<file path="src/rtl/hwr_pkg.sv">
// ----------------------------------------------------------------------------
// hwr_pkg: shared types and constants for the hue wheel to RGB converter.
// Fixed-point widths, the full-scale constants and the sector codes.
// ----------------------------------------------------------------------------
package hwr_pkg;

    // Hue is a fraction of a full turn, saturation and brightness are Q12.
    localparam int HUE_BITS  = 16;
    localparam int FRAC_BITS = 12;

    // Port widths of the fields.
    localparam int HUE_W = 16;
    localparam int SV_W  = 13;
    localparam int CH_W  = 16;

    // Internal widths.
    localparam int FAC_W  = FRAC_BITS + 1;           // factor, 0 .. ONE_Q
    localparam int P_W    = HUE_BITS + 3;            // hue * 6
    localparam int WT_W   = HUE_BITS + 1;            // ramp weight, 0 .. TURN
    localparam int WS_W   = WT_W + FAC_W;            // weight * saturation
    localparam int CV_W   = CH_W + FAC_W;            // channel_max * factor
    localparam int PROD_W = CV_W + FAC_W;            // ... * brightness

    // Register stages from an accepted item to its result.
    localparam int STAGES = 4;

    localparam logic [FAC_W-1:0] ONE_Q = FAC_W'(2 ** FRAC_BITS);
    localparam logic [WT_W-1:0]  TURN  = WT_W'(2 ** HUE_BITS);

    localparam logic [CH_W-1:0] CHANNEL_MAX_RESET = CH_W'(255);

    // One 60 degree sector of the wheel.
    typedef enum logic [2:0] {
        SEC_RED_GREEN  = 3'd0,
        SEC_GREEN_RED  = 3'd1,
        SEC_GREEN_BLUE = 3'd2,
        SEC_BLUE_GREEN = 3'd3,
        SEC_BLUE_RED   = 3'd4,
        SEC_RED_BLUE   = 3'd5
    } t_sector;

endpackage

</file>
<file path="src/rtl/hue_wheel_to_rgb_unit.sv">
// ----------------------------------------------------------------------------
// hue_wheel_to_rgb_unit: hue wheel point to RGBA converter.
// Takes one item (hue, saturation, brightness) per clock and returns red,
// green, blue and alpha. A new item is taken every cycle as long as the
// output side takes results; a stall on the output holds the whole
// four-stage pipeline in place. The stages are the sector decode, the ramp
// multiply and the two channel multiplies. The full-scale value (reset 255)
// is written on the configuration channel; the user writes it only while
// the unit is idle, not enforced by the unit. Alpha always reads it back.
// ----------------------------------------------------------------------------
module hue_wheel_to_rgb_unit import hwr_pkg::*; (
    input  logic             i_clk,
    input  logic             i_rst_n,
    // Configuration write.
    input  logic             i_cfg_valid,
    output logic             o_cfg_ready,
    input  logic [CH_W-1:0]  i_cfg_data,
    // Input items.
    input  logic             i_valid,
    output logic             o_ready,
    input  logic [HUE_W-1:0] i_hue,
    input  logic [SV_W-1:0]  i_saturation,
    input  logic [SV_W-1:0]  i_brightness,
    // Result items.
    output logic             o_valid,
    input  logic             i_ready,
    output logic [CH_W-1:0]  o_red,
    output logic [CH_W-1:0]  o_green,
    output logic [CH_W-1:0]  o_blue,
    output logic [CH_W-1:0]  o_alpha
);

    logic [CH_W-1:0]   r_channel_max;
    logic [STAGES-1:0] r_vld;
    logic [STAGES-1:0] n_vld;
    logic              en;
    logic [FAC_W-1:0]  fac_red;
    logic [FAC_W-1:0]  fac_green;
    logic [FAC_W-1:0]  fac_blue;
    logic [FAC_W-1:0]  v;

    // The pipeline moves whenever the last stage is empty or being taken.
    assign en      = ~r_vld[STAGES-1] | i_ready;
    assign o_ready = en;
    assign n_vld   = {r_vld[STAGES-2:0], i_valid};

    always_ff @(posedge i_clk) begin
        if (!i_rst_n) begin
            r_vld <= '0;
        end else if (en) begin
            r_vld <= n_vld;
        end
    end

    // Full-scale register.
    assign o_cfg_ready = 1'b1;

    always_ff @(posedge i_clk) begin
        if (!i_rst_n) begin
            r_channel_max <= CHANNEL_MAX_RESET;
        end else if (i_cfg_valid) begin
            r_channel_max <= i_cfg_data;
        end
    end

    // Stages 1 and 2.
    hwr_sector u_sector (
        .i_clk        (i_clk),
        .i_en         (en),
        .i_hue        (i_hue),
        .i_saturation (i_saturation),
        .i_brightness (i_brightness),
        .o_fac_red    (fac_red),
        .o_fac_green  (fac_green),
        .o_fac_blue   (fac_blue),
        .o_v          (v)
    );

    // Stages 3 and 4, one per channel.
    hwr_scale u_scale_red (
        .i_clk         (i_clk),
        .i_en          (en),
        .i_channel_max (r_channel_max),
        .i_fac         (fac_red),
        .i_v           (v),
        .o_chan        (o_red)
    );

    hwr_scale u_scale_green (
        .i_clk         (i_clk),
        .i_en          (en),
        .i_channel_max (r_channel_max),
        .i_fac         (fac_green),
        .i_v           (v),
        .o_chan        (o_green)
    );

    hwr_scale u_scale_blue (
        .i_clk         (i_clk),
        .i_en          (en),
        .i_channel_max (r_channel_max),
        .i_fac         (fac_blue),
        .i_v           (v),
        .o_chan        (o_blue)
    );

    assign o_valid = r_vld[STAGES-1];
    assign o_alpha = r_channel_max;

endmodule

</file>
<file path="src/rtl/hwr_sector.sv">
// ----------------------------------------------------------------------------
// hwr_sector: sector decode and per-channel color factors.
// Two register stages: hue to sector and ramp weight, then the ramp product
// and the routing of full, low and ramp factors to red, green and blue.
// ----------------------------------------------------------------------------
module hwr_sector import hwr_pkg::*; (
    input  logic             i_clk,
    input  logic             i_en,
    input  logic [HUE_W-1:0] i_hue,
    input  logic [SV_W-1:0]  i_saturation,
    input  logic [SV_W-1:0]  i_brightness,
    output logic [FAC_W-1:0] o_fac_red,
    output logic [FAC_W-1:0] o_fac_green,
    output logic [FAC_W-1:0] o_fac_blue,
    output logic [FAC_W-1:0] o_v
);

    logic [P_W-1:0]      p;
    logic [HUE_BITS-1:0] frac;
    logic [FAC_W-1:0]    n_s;
    logic [FAC_W-1:0]    n_v1;
    logic [WT_W-1:0]     n_w;
    t_sector             n_sector;

    t_sector             r_sector;
    logic [WT_W-1:0]     r_w;
    logic [FAC_W-1:0]    r_s;
    logic [FAC_W-1:0]    r_v1;

    logic [WS_W-1:0]     ws;
    logic [FAC_W-1:0]    low;
    logic [FAC_W-1:0]    ramp;
    logic [FAC_W-1:0]    n_fac_red;
    logic [FAC_W-1:0]    n_fac_green;
    logic [FAC_W-1:0]    n_fac_blue;

    logic [FAC_W-1:0]    r_fac_red;
    logic [FAC_W-1:0]    r_fac_green;
    logic [FAC_W-1:0]    r_fac_blue;
    logic [FAC_W-1:0]    r_v2;

    // Stage 1: clamp, scale the hue by six and split off the sector.
    always_comb begin
        p        = (P_W'(i_hue[HUE_BITS-1:0]) << 2) + (P_W'(i_hue[HUE_BITS-1:0]) << 1);
        frac     = p[HUE_BITS-1:0];
        n_sector = t_sector'(p[P_W-1:HUE_BITS]);
        n_s      = (i_saturation > ONE_Q) ? ONE_Q : i_saturation;
        n_v1     = (i_brightness > ONE_Q) ? ONE_Q : i_brightness;
        // The channel rises in even sectors and falls in odd ones.
        if (p[HUE_BITS] == 1'b0) begin
            n_w = TURN - WT_W'(frac);
        end else begin
            n_w = WT_W'(frac);
        end
    end

    always_ff @(posedge i_clk) begin
        if (i_en) begin
            r_sector <= n_sector;
            r_w      <= n_w;
            r_s      <= n_s;
            r_v1     <= n_v1;
        end
    end

    // Stage 2: ramp factor and the routing of the three factors.
    always_comb begin
        ws   = WS_W'(r_w) * WS_W'(r_s);
        low  = ONE_Q - r_s;
        ramp = ONE_Q - ws[HUE_BITS +: FAC_W];
        case (r_sector)
            SEC_RED_GREEN: begin
                n_fac_red = ONE_Q; n_fac_green = ramp;  n_fac_blue = low;
            end
            SEC_GREEN_RED: begin
                n_fac_red = ramp;  n_fac_green = ONE_Q; n_fac_blue = low;
            end
            SEC_GREEN_BLUE: begin
                n_fac_red = low;   n_fac_green = ONE_Q; n_fac_blue = ramp;
            end
            SEC_BLUE_GREEN: begin
                n_fac_red = low;   n_fac_green = ramp;  n_fac_blue = ONE_Q;
            end
            SEC_BLUE_RED: begin
                n_fac_red = ramp;  n_fac_green = low;   n_fac_blue = ONE_Q;
            end
            default: begin
                n_fac_red = ONE_Q; n_fac_green = low;   n_fac_blue = ramp;
            end
        endcase
    end

    always_ff @(posedge i_clk) begin
        if (i_en) begin
            r_fac_red   <= n_fac_red;
            r_fac_green <= n_fac_green;
            r_fac_blue  <= n_fac_blue;
            r_v2        <= r_v1;
        end
    end

    assign o_fac_red   = r_fac_red;
    assign o_fac_green = r_fac_green;
    assign o_fac_blue  = r_fac_blue;
    assign o_v         = r_v2;

endmodule

</file>
<file path="src/rtl/hwr_scale.sv">
// ----------------------------------------------------------------------------
// hwr_scale: scales one channel factor to the output range.
// Two register stages: channel_max times factor, then times brightness,
// truncated back to the channel width.
// ----------------------------------------------------------------------------
module hwr_scale import hwr_pkg::*; (
    input  logic             i_clk,
    input  logic             i_en,
    input  logic [CH_W-1:0]  i_channel_max,
    input  logic [FAC_W-1:0] i_fac,
    input  logic [FAC_W-1:0] i_v,
    output logic [CH_W-1:0]  o_chan
);

    logic [CV_W-1:0]   r_cv;
    logic [FAC_W-1:0]  r_v;
    logic [PROD_W-1:0] prod;
    logic [CH_W-1:0]   r_chan;

    // Stage 3: full-scale value times the color factor.
    always_ff @(posedge i_clk) begin
        if (i_en) begin
            r_cv <= CV_W'(i_channel_max) * CV_W'(i_fac);
            r_v  <= i_v;
        end
    end

    // Stage 4: times brightness, drop both fraction parts.
    assign prod = PROD_W'(r_cv) * PROD_W'(r_v);

    always_ff @(posedge i_clk) begin
        if (i_en) begin
            r_chan <= prod[2*FRAC_BITS +: CH_W];
        end
    end

    assign o_chan = r_chan;

endmodule
</file>
<file path="config.mk">
export PLATFORM = sky130hd
export DESIGN_NAME = hue_wheel_to_rgb_unit
export DESIGN_NICKNAME = d
export VERILOG_FILES = /design/src/rtl/hwr_pkg.sv /design/src/rtl/hue_wheel_to_rgb_unit.sv /design/src/rtl/hwr_sector.sv /design/src/rtl/hwr_scale.sv
export SDC_FILE = /design/constraint.sdc
export NUM_CORES = 2
export LEC_CHECK = 0
export BUFFER_PORTS_ARGS = -buffer_cell sky130_fd_sc_hd__clkbuf_2
export CAP_MARGIN = 20
export CORE_AREA = 2 2 347 349
export CTS_CLUSTER_DIAMETER = 100
export DETAILED_ROUTE_END_ITERATION = 8
export DIE_AREA = 0 0 349 351
export GPL_TIMING_DRIVEN = 0
export PLACE_DENSITY = 0.78
export SETUP_SLACK_MARGIN = 0.5
export SLEW_MARGIN = 20
export SYNTH_ARGS = -nofsm -noshare
export SYNTH_HDL_FRONTEND = slang
export SYNTH_HIERARCHICAL = 1
export SYNTH_SLANG_ARGS = --single-unit
</file>
<file path="constraint.sdc">
create_clock -name i_clk -period 17.9 [get_ports i_clk]
set_input_delay 0.895 -clock i_clk [delete_from_list [all_inputs] [get_ports i_clk]]
set_output_delay 0.895 -clock i_clk [all_outputs]
set_load 0.02 [all_outputs]
</file>
==> impl_metrics.env <==
export IMPL_worstMarginPinSlew_ns=1.26
export IMPL_final_antenna_net_count=0
export IMPL_synth_most_common_cell="inv_1"
export IMPL_drt_iter0_markers=4838
export IMPL_rsz0062_at_grt="no"
export IMPL_vias=53400
export IMPL_cts_path_max_buffers=3
export IMPL_min_from="u_sector/r_v1[9]"
export IMPL_hold_viol=0
export IMPL_grt_max_degree=104
export IMPL_synth_top_area_share_pct=42.5
export IMPL_viasPerCell=5.66
export IMPL_cts_root_buf="clkbuf_16"
export IMPL_path_cells="clkbuf_1, clkbuf_1, nand2_1, fa_1, inv_1, fa_1, fa_1, fa_1, inv_1, fa_1, inv_1, ha_1, nand4_1, nor4bb_1, a211oi_2, nand2_1, xnor2_1, ha_1, o21ai_1, or3_4, o311ai_1, xor2_1, o21bai_1, o31ai_1"
export IMPL_cp_start_kind="flip-flop"
export IMPL_hold_depth=0
export IMPL_synth_distinct_cells=109
export IMPL_cts_setup_buffers=0
export IMPL_wl_per_cell_um=19.4
export IMPL_r2r_start="u_sector/r_s[7]"
export IMPL_rrSetupSlack_ns=9.62
export IMPL_required_ns=18.26
export IMPL_drv_cap=0
export IMPL_crit_slowest_cell="nor4bb_1"
export IMPL_crit_arrival_ns=8.64
export IMPL_syn_avg_cell_area_um2=9.22
export IMPL_min_period_over_period_pct=46.3
export IMPL_finalSetupViolations=0
export IMPL_synth_ff_type="edfxtp_1"
export IMPL_worstHoldEndpoint="u_sector/o_v[9]"
export IMPL_final_nets=9935
export IMPL_ys_warn_count=6
export IMPL_async_flop_share_pct=0
export IMPL_synth_cells=7671
export IMPL_synth_edff_count=271
export IMPL_status="finished clean"
export IMPL_syn2layout_area_growth_pct=5.61
export IMPL_dieArea_um2=122000
export IMPL_cts_tree="built"
export IMPL_cpMostUsedCell="fa_1"
export IMPL_synth_top_cell_by_area="fa_1"
export IMPL_max_slew_margin_pct=15.8
export IMPL_hpwl_um=149000
export IMPL_endpoint_kind="flip-flop"
export IMPL_io_pin_count=130
export IMPL_cts_resized=0
export IMPL_place_congestion=0.989
export IMPL_synthTopCellsByCount="inv_1, fa_1, nand2_1"
export IMPL_post_route_cells_drive_above_1_share_pct=3.32
export IMPL_dieHeight_um=351
export IMPL_path_class="reg -> reg"
export IMPL_start_util_pct=59.4
export IMPL_synth_seq_cells=291
export IMPL_reg2reg_depth=24
export IMPL_r2r_end="u_sector/o_fac_red[8]"
export IMPL_setup_tns_ns=0
export IMPL_antenna_found_initial=4
export IMPL_min_period_ns=8.28
export IMPL_cts_buffers=39
export IMPL_die_width_um=349
export IMPL_grt_pass1_wl_um=300000
export IMPL_hold_class="reg -> reg"
export IMPL_drc=0
export IMPL_clk_latency_ns=0.63
export IMPL_portBuffers=127
export IMPL_core_um2=119000
export IMPL_max_stage_delay_ns=0.69
export IMPL_grt_usage_pct=31.3
export IMPL_synth_nets=9765
export IMPL_clkTransAtPathRegs_ns=0.07
export IMPL_drt_total_wl_um=183000
export IMPL_cts_num_sinks=291
export IMPL_final_max_slew_viol_count=0
export IMPL_synth_area_um2=70700
export IMPL_synth_top_cells_by_area="fa_1, edfxtp_1, ha_1"
export IMPL_cts_htree_levels=2
export IMPL_ys_seq_area_share_pct=12.1
export IMPL_fmax_ghz=0.121
export IMPL_gr_total_overflow=0
export IMPL_dr_pass1_iters=6
export IMPL_grt_pass1_vias=57200
export IMPL_fin_skew_ns=0.0283
export IMPL_rows=127
export IMPL_crit_fanout=10
export IMPL_hold_buffers=0
-- worst max path at each step --
stage	start	to	slack [ns]	cells past startpoint
after global placement	u_sector/r_s[7]	u_sector/o_fac_red[8]	9.88	24
after CTS	u_sector/r_s[7]	u_sector/o_fac_red[8]	9.74	24
after detailed placement	u_sector/r_s[7]	u_sector/o_fac_red[8]	9.78	24
final	u_sector/r_s[7]	u_sector/o_fac_red[8]	9.62	24
after floorplan	u_sector/r_s[7]	u_sector/o_fac_red[10]	11.11	24
after global routing	u_sector/r_s[6]	u_sector/o_fac_red[8]	9.30	24
-- cell type report --
type | instances | area [µm²]
Inverter | 1750 | 6570
Multi-Input combinational cell | 5264 | 54100
Antenna cell | 6 | 15.0
Buffer | 366 | 1450
Timing Repair Buffer | 129 | 691
Clock buffer | 46 | 1020
Fill cell | 9641 | 44400
Tap cell | 1548 | 1940
Sequential cell | 291 | 8540
Clock inverter | 24 | 289
-- critical path: cells and delay by family, from the launching register on --
| family | cells | cell delay (ns) |
|---|---|---|
| adder cells (fa/ha/maj) | 7 | 3.09 |
| AO/OA/AOI/OAI | 5 | 0.97 |
| XOR/XNOR | 2 | 0.67 |
| AND/OR/NAND/NOR | 5 | 1.65 |
| flip-flops | 1 | 0.35 |
| buffers and inverters | 5 | 1.24 |
-- logic make-up after synthesis --
logic type | count (synthesis) | synth area share (%)
AO/OA/AOI/OAI | 562 | 5.36
multiplexers | 22 | 0.311
flip-flops | 291 | 12.1
AND/OR/NAND/NOR | 2467 | 16.8
other | 1 | 0.00530
XOR/XNOR | 181 | 2.24
adder cells (fa/ha/maj) | 2031 | 51.9
buffers and inverters | 2116 | 11.3
-- routing by layer --
metal  up-vias  GRT usage [%]  wire length [µm]
met4         0           13.8              8940
met5         -              0                 0
li1      23200              -                 -
met1     26700           40.6             69100
met2      2854           50.9             86100
met3       557           6.53             19000
-- state kept, by name, summed over array words and instances, names as in the netlist --
name	flops
r_vld	4
u_scale_green/r_cv	29
u_sector/o_v	13
u_scale_blue/r_v	13
u_scale_green/o_chan	16
u_scale_green/r_v	13
o_alpha	16
u_scale_blue/o_chan	16
u_scale_red/r_v	13
u_sector/r_sector	3
u_sector/o_fac_green	13
u_sector/o_fac_red	13
u_sector/r_w	16
u_sector/r_s	13
u_scale_red/r_cv	29
u_scale_red/o_chan	16
u_sector/r_v1	13
u_scale_blue/r_cv	29
u_sector/o_fac_blue	13
-- stage by stage --
stage          util [%]  hold WS (ns)  cells  instance area, µm²  worst slack (ns)
6_report           62.7         0.418   9424               74700              9.62
4_1_cts            62.7         0.419   9418               74700              9.74
2_1_floorplan         -         0.400   7671               70700             11.11
3_5_place_dp       61.6         0.405   9348               73300              9.78
5_1_grt            62.7         0.428   9420               74700              9.30
3_3_place_gp       61.6         0.405   9346               73300              9.88
-- placed cells by master, fill, tap and decap left out, types with 14 or more instances in the layout --
master     Yosys  layout
nor3_1        36      36
dfxtp_1       20      19
inv_1       1750    1750
nand4_1       33      33
o21a_1        20      20
a211oi_1      23      23
clkbuf_16      0      40
ha_1         531     531
xnor2_1      113     113
and3_1        14      14
fa_1        1500    1500
clkbuf_1     341     347
o22ai_1       14      14
and2_1       779     779
xor2_1        68      68
o21ai_0       85      85
o21ai_1       29      29
mux2i_1       22      22
nor2b_1       44      44
o211ai_1      16      16
nand2b_1      18      18
a21oi_1      150     150
nand3_1       43      43
o21bai_1      19      19
nor2_1       117     117
nand2_1     1311    1311
a21o_1        75      75
or3_1         16      16
clkbuf_2       3     130
edfxtp_1     271     271
Power is not shown: default switching activity piles up to over one toggle a cycle in this logic, so the estimate is an artifact.
